[src/rtl/eq_pkg.sv]
// ----------------------------------------------------------------------------
// eq_pkg
// Shared types, constants and the arctangent table for the Euler to
// quaternion pipeline.
// ----------------------------------------------------------------------------
package eq_pkg;

  localparam int ANGLE_BITS = 16;
  localparam int FRAC_BITS  = 14;
  localparam int STEPS      = 30;
  localparam int INT_FRAC   = 30;
  localparam int CW         = 34;
  localparam int PW         = 2 * CW;
  localparam int FIFO_DEPTH = 4;
  localparam int FIFO_AW    = $clog2(FIFO_DEPTH);
  localparam logic signed [CW-1:0] CORDIC_GAIN = CW'(652032874);

  typedef struct packed {
    logic signed [15:0] yaw_angle;
    logic signed [15:0] pitch_angle;
    logic signed [15:0] roll_angle;
  } req_t;

  typedef struct packed {
    logic signed [15:0] quat_w;
    logic signed [15:0] quat_x;
    logic signed [15:0] quat_y;
    logic signed [15:0] quat_z;
  } res_t;

  typedef struct packed {
    logic signed [CW-1:0] cy;
    logic signed [CW-1:0] sy;
    logic signed [CW-1:0] cp;
    logic signed [CW-1:0] sp;
    logic signed [CW-1:0] cr;
    logic signed [CW-1:0] sr;
  } sincos_t;

  typedef struct packed {
    logic full;
    logic empty;
  } fifo_stat_t;

  function automatic logic signed [CW-1:0] atan_f(input int i);
    logic [31:0] v;
    case (i)
      0:  v = 32'h20000000;  1:  v = 32'h12E4051E;  2:  v = 32'h09FB385B;
      3:  v = 32'h051111D4;  4:  v = 32'h028B0D43;  5:  v = 32'h0145D7E1;
      6:  v = 32'h00A2F61E;  7:  v = 32'h00517C55;  8:  v = 32'h0028BE53;
      9:  v = 32'h00145F2F;  10: v = 32'h000A2F98;  11: v = 32'h000517CC;
      12: v = 32'h00028BE6;  13: v = 32'h000145F3;  14: v = 32'h0000A2FA;
      15: v = 32'h0000517D;  16: v = 32'h000028BE;  17: v = 32'h0000145F;
      18: v = 32'h00000A30;  19: v = 32'h00000518;  20: v = 32'h0000028C;
      21: v = 32'h00000146;  22: v = 32'h000000A3;  23: v = 32'h00000051;
      24: v = 32'h00000029;  25: v = 32'h00000014;  26: v = 32'h0000000A;
      27: v = 32'h00000005;  28: v = 32'h00000003;  29: v = 32'h00000001;
      default: v = 32'h0;
    endcase
    return CW'(v);
  endfunction

endpackage

[src/rtl/eq_fifo.sv]
// ----------------------------------------------------------------------------
// eq_fifo
// Short queue of sine/cosine sets between the CORDIC and product pipelines.
// ----------------------------------------------------------------------------
module eq_fifo (
  input  logic                clk_i,
  input  logic                rst_ni,
  input  logic                push_i,
  input  eq_pkg::sincos_t     push_data_i,
  input  logic                pop_i,
  output eq_pkg::sincos_t     pop_data_o,
  output eq_pkg::fifo_stat_t  stat_o
);
  import eq_pkg::*;

  sincos_t            mem_q [FIFO_DEPTH];
  logic [FIFO_AW-1:0] wr_q, rd_q;
  logic [FIFO_AW:0]   cnt_q;

  assign stat_o.full  = (cnt_q == (FIFO_AW+1)'(FIFO_DEPTH));
  assign stat_o.empty = (cnt_q == '0);
  assign pop_data_o   = mem_q[rd_q];

  always_ff @(posedge clk_i or negedge rst_ni) begin
    if (!rst_ni) begin
      wr_q  <= '0;
      rd_q  <= '0;
      cnt_q <= '0;
    end else begin
      if (push_i) wr_q <= wr_q + 1'b1;
      if (pop_i)  rd_q <= rd_q + 1'b1;
      cnt_q <= cnt_q + (FIFO_AW+1)'(push_i) - (FIFO_AW+1)'(pop_i);
    end
  end

  always_ff @(posedge clk_i) begin
    if (push_i) mem_q[wr_q] <= push_data_i;
  end

  a_no_overflow : assert property (@(posedge clk_i) disable iff (!rst_ni)
    !(push_i && stat_o.full)) else $error("queue overflow");
  a_no_underflow : assert property (@(posedge clk_i) disable iff (!rst_ni)
    !(pop_i && stat_o.empty)) else $error("queue underflow");
  a_cnt_range : assert property (@(posedge clk_i) disable iff (!rst_ni)
    cnt_q <= (FIFO_AW+1)'(FIFO_DEPTH)) else $error("queue count out of range");

endmodule

[config.mk]
export PLATFORM = sky130hd
export DESIGN_NAME = eq_fifo
export DESIGN_NICKNAME = d
export VERILOG_FILES = /design/src/rtl/eq_pkg.sv /design/src/rtl/eq_fifo.sv
export SDC_FILE = /design/constraint.sdc
export NUM_CORES = 1
export LEC_CHECK = 0
export ABC_AREA = 1
export BUFFER_PORTS_ARGS = -buffer_cell sky130_fd_sc_hd__buf_2
export CAP_MARGIN = 20
export CORE_MARGIN = 3
export CORE_UTILIZATION = 30
export CTS_CLUSTER_DIAMETER = 50
export DETAILED_ROUTE_END_ITERATION = 12
export PLACE_DENSITY = 0.52
export SKIP_CTS_REPAIR_TIMING = 1
export SYNTH_ARGS = -nofsm -noshare
export SYNTH_HDL_FRONTEND = slang
export SYNTH_SLANG_ARGS = --single-unit
[constraint.sdc]
create_clock -name clk_i -period 6 [get_ports clk_i]
set_clock_uncertainty 0.15 [all_clocks]
set_input_delay 0.6 -clock clk_i [delete_from_list [all_inputs] [get_ports clk_i]]
set_output_delay 0.6 -clock clk_i [all_outputs]
set_load 0.03 [all_outputs]
==> results of run 1 <==
==> synth_stat cells (all sizes together) <==
master / count / area [um^2]
xor2: 3 / 26.3
clkbuf: 21 / 78.8
inv: 830 / 3120
nand3: 409 / 2050
ha: 6 / 75.1
buf: 116 / 643
o21ai: 1 / 5.00
nand2: 1031 / 3870
edfxtp: 816 / 24500
nor3: 2 / 10.0
dfrtp: 7 / 175
fa: 1 / 20.0
==> worst max-delay path, delay by kind of cell (launching register included) <==
family	cells	cell delay (ns)
and+or+nand+nor	3	0.34
DFF	1	0.86
buffers and inverters	3	1.44
==> power groups by stage <==
| stage | Combinational [W] | Sequential (W) | Clock, W |
|---|---|---|---|
| finish | 0.00872 | 0.00783 | 0.00595 |
| detailed placement | 0.00882 | 0.00795 | 0 |
| CTS | 0.00885 | 0.00784 | 0.00612 |
| global route | 0.00962 | 0.00792 | 0.00636 |
| floorplan | 0.00601 | 0.00801 | 0 |
| global placement | 0.00878 | 0.00793 | 0 |
==> routing by layer <==
| metal | up-vias | track usage | share of wire | wire, um |
|---|---|---|---|---|
| met5 | - | 0 | 0.00031 | 26 |
| met4 | 4 | 0.0481 | 0.027 | 2310 |
| met3 | 140 | 0.0370 | 0.055 | 4640 |
| met2 | 446 | 0.236 | 0.49 | 41500 |
| met1 | 10500 | 0.169 | 0.43 | 35800 |
| li1 | 11300 | - | - | - |
==> final timing paths <==
path	endpoint	slack (ns)	depth (start not counted)
setup / recovery	pop_data_o[114]	1.70	6
hold / removal	wr_q[0]	0.11	2
setup reg to reg	mem_q[0][50]	3.26	5
hold reg to reg	wr_q[0]	0.40	1
max in group asynchronous	rd_q[1]	5.33	2
min in group asynchronous	cnt_q[1]	0.18	2
==> metrics by stage <==
| stage | cells | instance area [um^2] | utilization | hold WS, ns |
|---|---|---|---|---|
| floorplan | 3243 | 34600 | - | 0.154 |
| global placement | 5039 | 38100 | 0.336 | 0.299 |
| detailed placement | 5039 | 38100 | 0.336 | 0.300 |
| CTS | 5230 | 41400 | 0.365 | -0.466 |
| global route | 5438 | 43500 | 0.384 | 0.0665 |
| finish | 5441 | 43500 | 0.384 | 0.106 |
==> cell families after synthesis <==
family | synth area share
XOR/XNOR | 0.000760
buffers and inverters | 0.111
AO/OA/AOI/OAI | 0.000145
flip-flops | 0.714
adder cells (fa/ha/maj) | 0.00275
AND/OR/NAND/NOR | 0.171
==> cell type report <==
cell class | instances | area (um^2)
Tap cell | 1500 | 1880
Multi-Input combinational cell | 1453 | 6050
Antenna cell | 5 | 12.5
Clock buffer | 118 | 2630
Fill cell | 11000 | 69900
Clock inverter | 73 | 706
Sequential cell | 823 | 24700
Timing Repair Buffer | 639 | 4390
Inverter | 830 | 3160
==> flip-flops by register name, summed over array words and instances, names as in the netlist <==
register  count
rd_q          2
cnt_q         3
wr_q          2
mem_q       816
==> layout by cell type (no fill, tap or decap), drive strengths merged <==
cell type,instances
buf,433
inv,845
clkinv,36
diode,5
nand3,409
nor3,2
ha,6
dlygate4sd3,206
clkinvlp,15
o21ai,1
nand2,1031
xor2,3
edfxtp,816
fa,1
dfrtp,7
clkbuf,118
bufinv,7
==> metrics.txt, run 1 <==
run status=completed; CP peak stage delay=~0.86 ns; post-route ant nets=0; insertion delay of the later-clocked pin in the worst-skew pair=between 0.6 and 0.7 ns; vias in the first global route=21,100; routed via count=around 22,000; Initial Utilization=0.305; Critical Path Source Type=register; H-tree depth=3; Worst Setup End Kind=primary output; vias per cell=between 4 and 5; area of the mapped netlist=between 30,000 and 40,000 um^2; most frequent CP cell=nand2_1; die span in x=~350 um; first-pass GRT wire length=127,000 um; Remaining DRCs=0; Root Buffer=clkbuf_16; HPWL after DPL=46,500 um; fmax=around 230 MHz; Max Cap Violations=0; Num CTS Buffers=103; fin crit share=0.716; slew margin rel.=0.205; Pins Over Slew Limit=0; site row count=approximately 120; net switching share of the total power=0.415; clock power share=0.264; Required @ worst endpoint=around 5.3 ns; HP Class=in -> reg; Leak=about 20 nW; CTS tree=built; Seq pwr share=0.348; VDD IR max=~0.35 mV; critical path, cell by cell=buf_4, buf_12, nand2_1, nand3_1, nand2_1, buf_2; sequential fraction of the synthesis area=0.714; core region area=between 100,000 and 150,000 um^2; Routed WL per cell=~15 um; Setup TNS=0 ns; minimum clock period=between 4 and 5 ns; # setup viols final=0; Logic pwr share=0.388; pwr/cell area=between 500 and 600 nW/um^2; Max clock buf depth=3; final hold vios=0; HP Start=push_i; WP data arrival=3.55 ns; Slew @ Worst Pin=roughly 1.2 ns; Yosys cell types=16; final total power=0.0225 W; crit path launch=rd_q[0]; P_sw=between 0.009 and 0.01 W; RR Startpoint=wr_q[0]; synthesis-to-finish area growth=25.9%; Die Ht=345 um; unrepaired setup endpoints after global routing=false; initial antenna violation count=7; DRT Pass-1 Iters=5; grt ovf=0; warnings from Yosys=0; CTS Sinks=823; synthesis-stage register bit count=between 800 and 900; I/O pin cnt=between 400 and 500; internal power=0.0132 W; Setup WS pre-CTS=2.41 ns; clock-pin slew on the worst setup and hold paths=approximately 0.06 ns; critical path class=reg -> out; crit path max fanout=about 140; initial drt markers=1,175; Synth Net Count=between 3,000 and 4,000; WL final=84,300 um; share of post-route cells with drive strength above 1=0.152; CP max stage cell=dfrtp_4; GP Congestion=slightly above 0.7; setup slack after layout=~1.7 ns; Cells after Synth=between 3,000 and 4,000; Port Buffers=slightly above 400; Syn Area/Cell=approximately 11 um^2; GRT Total Usage=0.139; full die area=between 100,000 and 150,000 um^2; largest net degree at the start of global routing=approximately 170; nets=4,065
Power figures use the tool's default switching activity.
==> run 2, diff against run 1 <==
==> constraint.sdc (replaced) <==
create_clock -name clk_i -period 4.1 [get_ports clk_i]
set_clock_uncertainty 0.15 [all_clocks]
set_input_delay 0.41 -clock clk_i [delete_from_list [all_inputs] [get_ports clk_i]]
set_output_delay 0.41 -clock clk_i [all_outputs]
set_load 0.03 [all_outputs]
==> run 2 against run 1 <==
Wire length rose by 2.1%. Sequential power rose by 46%. First-iteration DRC count rose by 4.8%.
==> metrics.txt, run 2 (synthesized netlist as in run 1, its figures left out) <==
run status=completed; Num CTS Buffers=around 100; Remaining DRCs=0; HPWL after DPL=slightly above 50,000 um; unrepaired setup endpoints after global routing=false; site row count=~120; vias in the first global route=approximately 22,000; I/O pin cnt=414; Pins Over Slew Limit=0; Largest register FFs=roughly 820; initial antenna violation count=12; nets=4,089; full die area=about 120,000 um^2; minimum clock period=approximately 3.5 ns; HP Class=in -> async; footprint of the multi-input gates=6070 um^2; fin crit share=0.842; largest register by flop count=mem_q; largest net degree at the start of global routing=between 150 and 200; CTS Sinks=slightly above 800; FF-to-FF setup slack=~1.5 ns; H-tree depth=3; vias per cell=4.19; Initial Utilization=0.305; Port Buffers=roughly 410; first-pass GRT wire length=between 100,000 and 150,000 um; WL final=86,000 um; Leak=around 20 nW; grt ovf=0; critical path, cell by cell=buf_12, nand2_1, nand3_1, nand2_1, buf_2; Critical Path Source Type=register; CP peak stage delay=just under 0.8 ns; insertion delay of the later-clocked pin in the worst-skew pair=approximately 0.63 ns; Max clock buf depth=3; final hold vios=0; CP max stage cell=dfrtp_4; critical path class=reg -> out; Slew @ Worst Pin=1.20 ns; routed via count=around 23,000; Max Cap Violations=0; commonest non-fill, non-tap cell in the layout=nand2_1; fillcell total=10,900; clock-pin slew on the worst setup and hold paths=around 0.05 ns; share of post-route cells with drive strength above 1=0.158; Root Buffer=clkbuf_16; slew margin rel.=0.202; core region area=about 110,000 um^2; crit path max fanout=between 150 and 200; post-route ant nets=0; Die Ht=345 um; most frequent CP cell=nand2_1; pwr/cell area=around 760 nW/um^2; commonest non-fill, non-tap cells in the layout=1,027 x nand2_1, 822 x inv_1, 816 x edfxtp_1; register area=24,700 um^2; Worst Setup End Kind=primary output; Routed WL per cell=15.7 um; DRT Pass-1 Iters=7; final core occ=0.387; initial drt markers=between 1,000 and 1,500; GRT Total Usage=0.141; # setup viols final=0; synthesis-to-finish area growth=27.0%; WP data arrival=2.89 ns; Setup TNS=0 ns; Largest regs=mem_q: 816 flops, cnt_q: 3 flops; die span in x=roughly 350 um; final total power=around 0.033 W; fmax=a little under 300 MHz; VDD IR max=~0.57 mV; CTS tree=built; Required @ worst endpoint=between 3 and 4 ns; GP Congestion=0.739
## run 2: changes by cell type in the layout (fill, tap and decap cells not counted), sizes merged
cell,change
buf,+24
inv,-10
clkinv,+5
clkinvlp,-4
bufinv,+3
clkbuf,+2
diode,+2
dlygate4sd3,+2
## run 2: critical path, delay by kind of cell, from the launching register on
kind / cells / cell delay (ns)
buffers and inverters: 2 / 0.68
flip-flops: 1 / 0.77
AND/OR/NAND/NOR: 3 / 0.39
## run 2: path summary, 6_finish.rpt
kind                                 start              to  cells after the start
max reg2reg                        wr_q[0]   mem_q[0][112]                      5
min                                 rst_ni        cnt_q[0]                      2
max                                rd_q[0]  pop_data_o[96]                      5
max in group asynchronous           rst_ni         rd_q[1]                      3
min reg2reg                       cnt_q[1]        cnt_q[2]                      2
min in group clk_i         push_data_i[78]    mem_q[0][78]                      2
## run 2: area by class of cell
cell class,count,share of cell area
Tap cell,1500,0.0428
Clock buffer,120,0.0602
Multi-Input combinational cell,1453,0.138
Antenna cell,7,0.000399
Timing Repair Buffer,665,0.108
Inverter,830,0.0717
Clock inverter,67,0.0164
Sequential cell,823,0.562
## run 2: per-layer routing
layer	up-vias	GRT usage	share of wire
met1	10900	0.170	0.42
met3	137	0.0329	0.053
met4	8	0.0488	0.025
met2	469	0.246	0.50
li1	11400	-	-
met5	-	0	0.00053
## run 2: where the power goes
part / internal [W] / switching, W
Combinational: 0.00334 / 0.00972
Clock: 0.00528 / 0.00353
Sequential: 0.0110 / 0.000379
## run 2: per-stage QoR
| step | cell area, um^2 | hold slack [ns] | setup slack, ns | std cells |
|---|---|---|---|---|
| floorplan | 34600 | -0.0356 | -0.166 | 3243 |
| global placement | 38400 | 0.122 | 1.29 | 5063 |
| detailed placement | 38400 | 0.115 | 1.28 | 5063 |
| CTS | 41800 | -0.635 | 0.545 | 5250 |
| global route | 43900 | 0.0152 | 0.427 | 5462 |
| finish | 43900 | 0.0413 | 0.646 | 5465 |
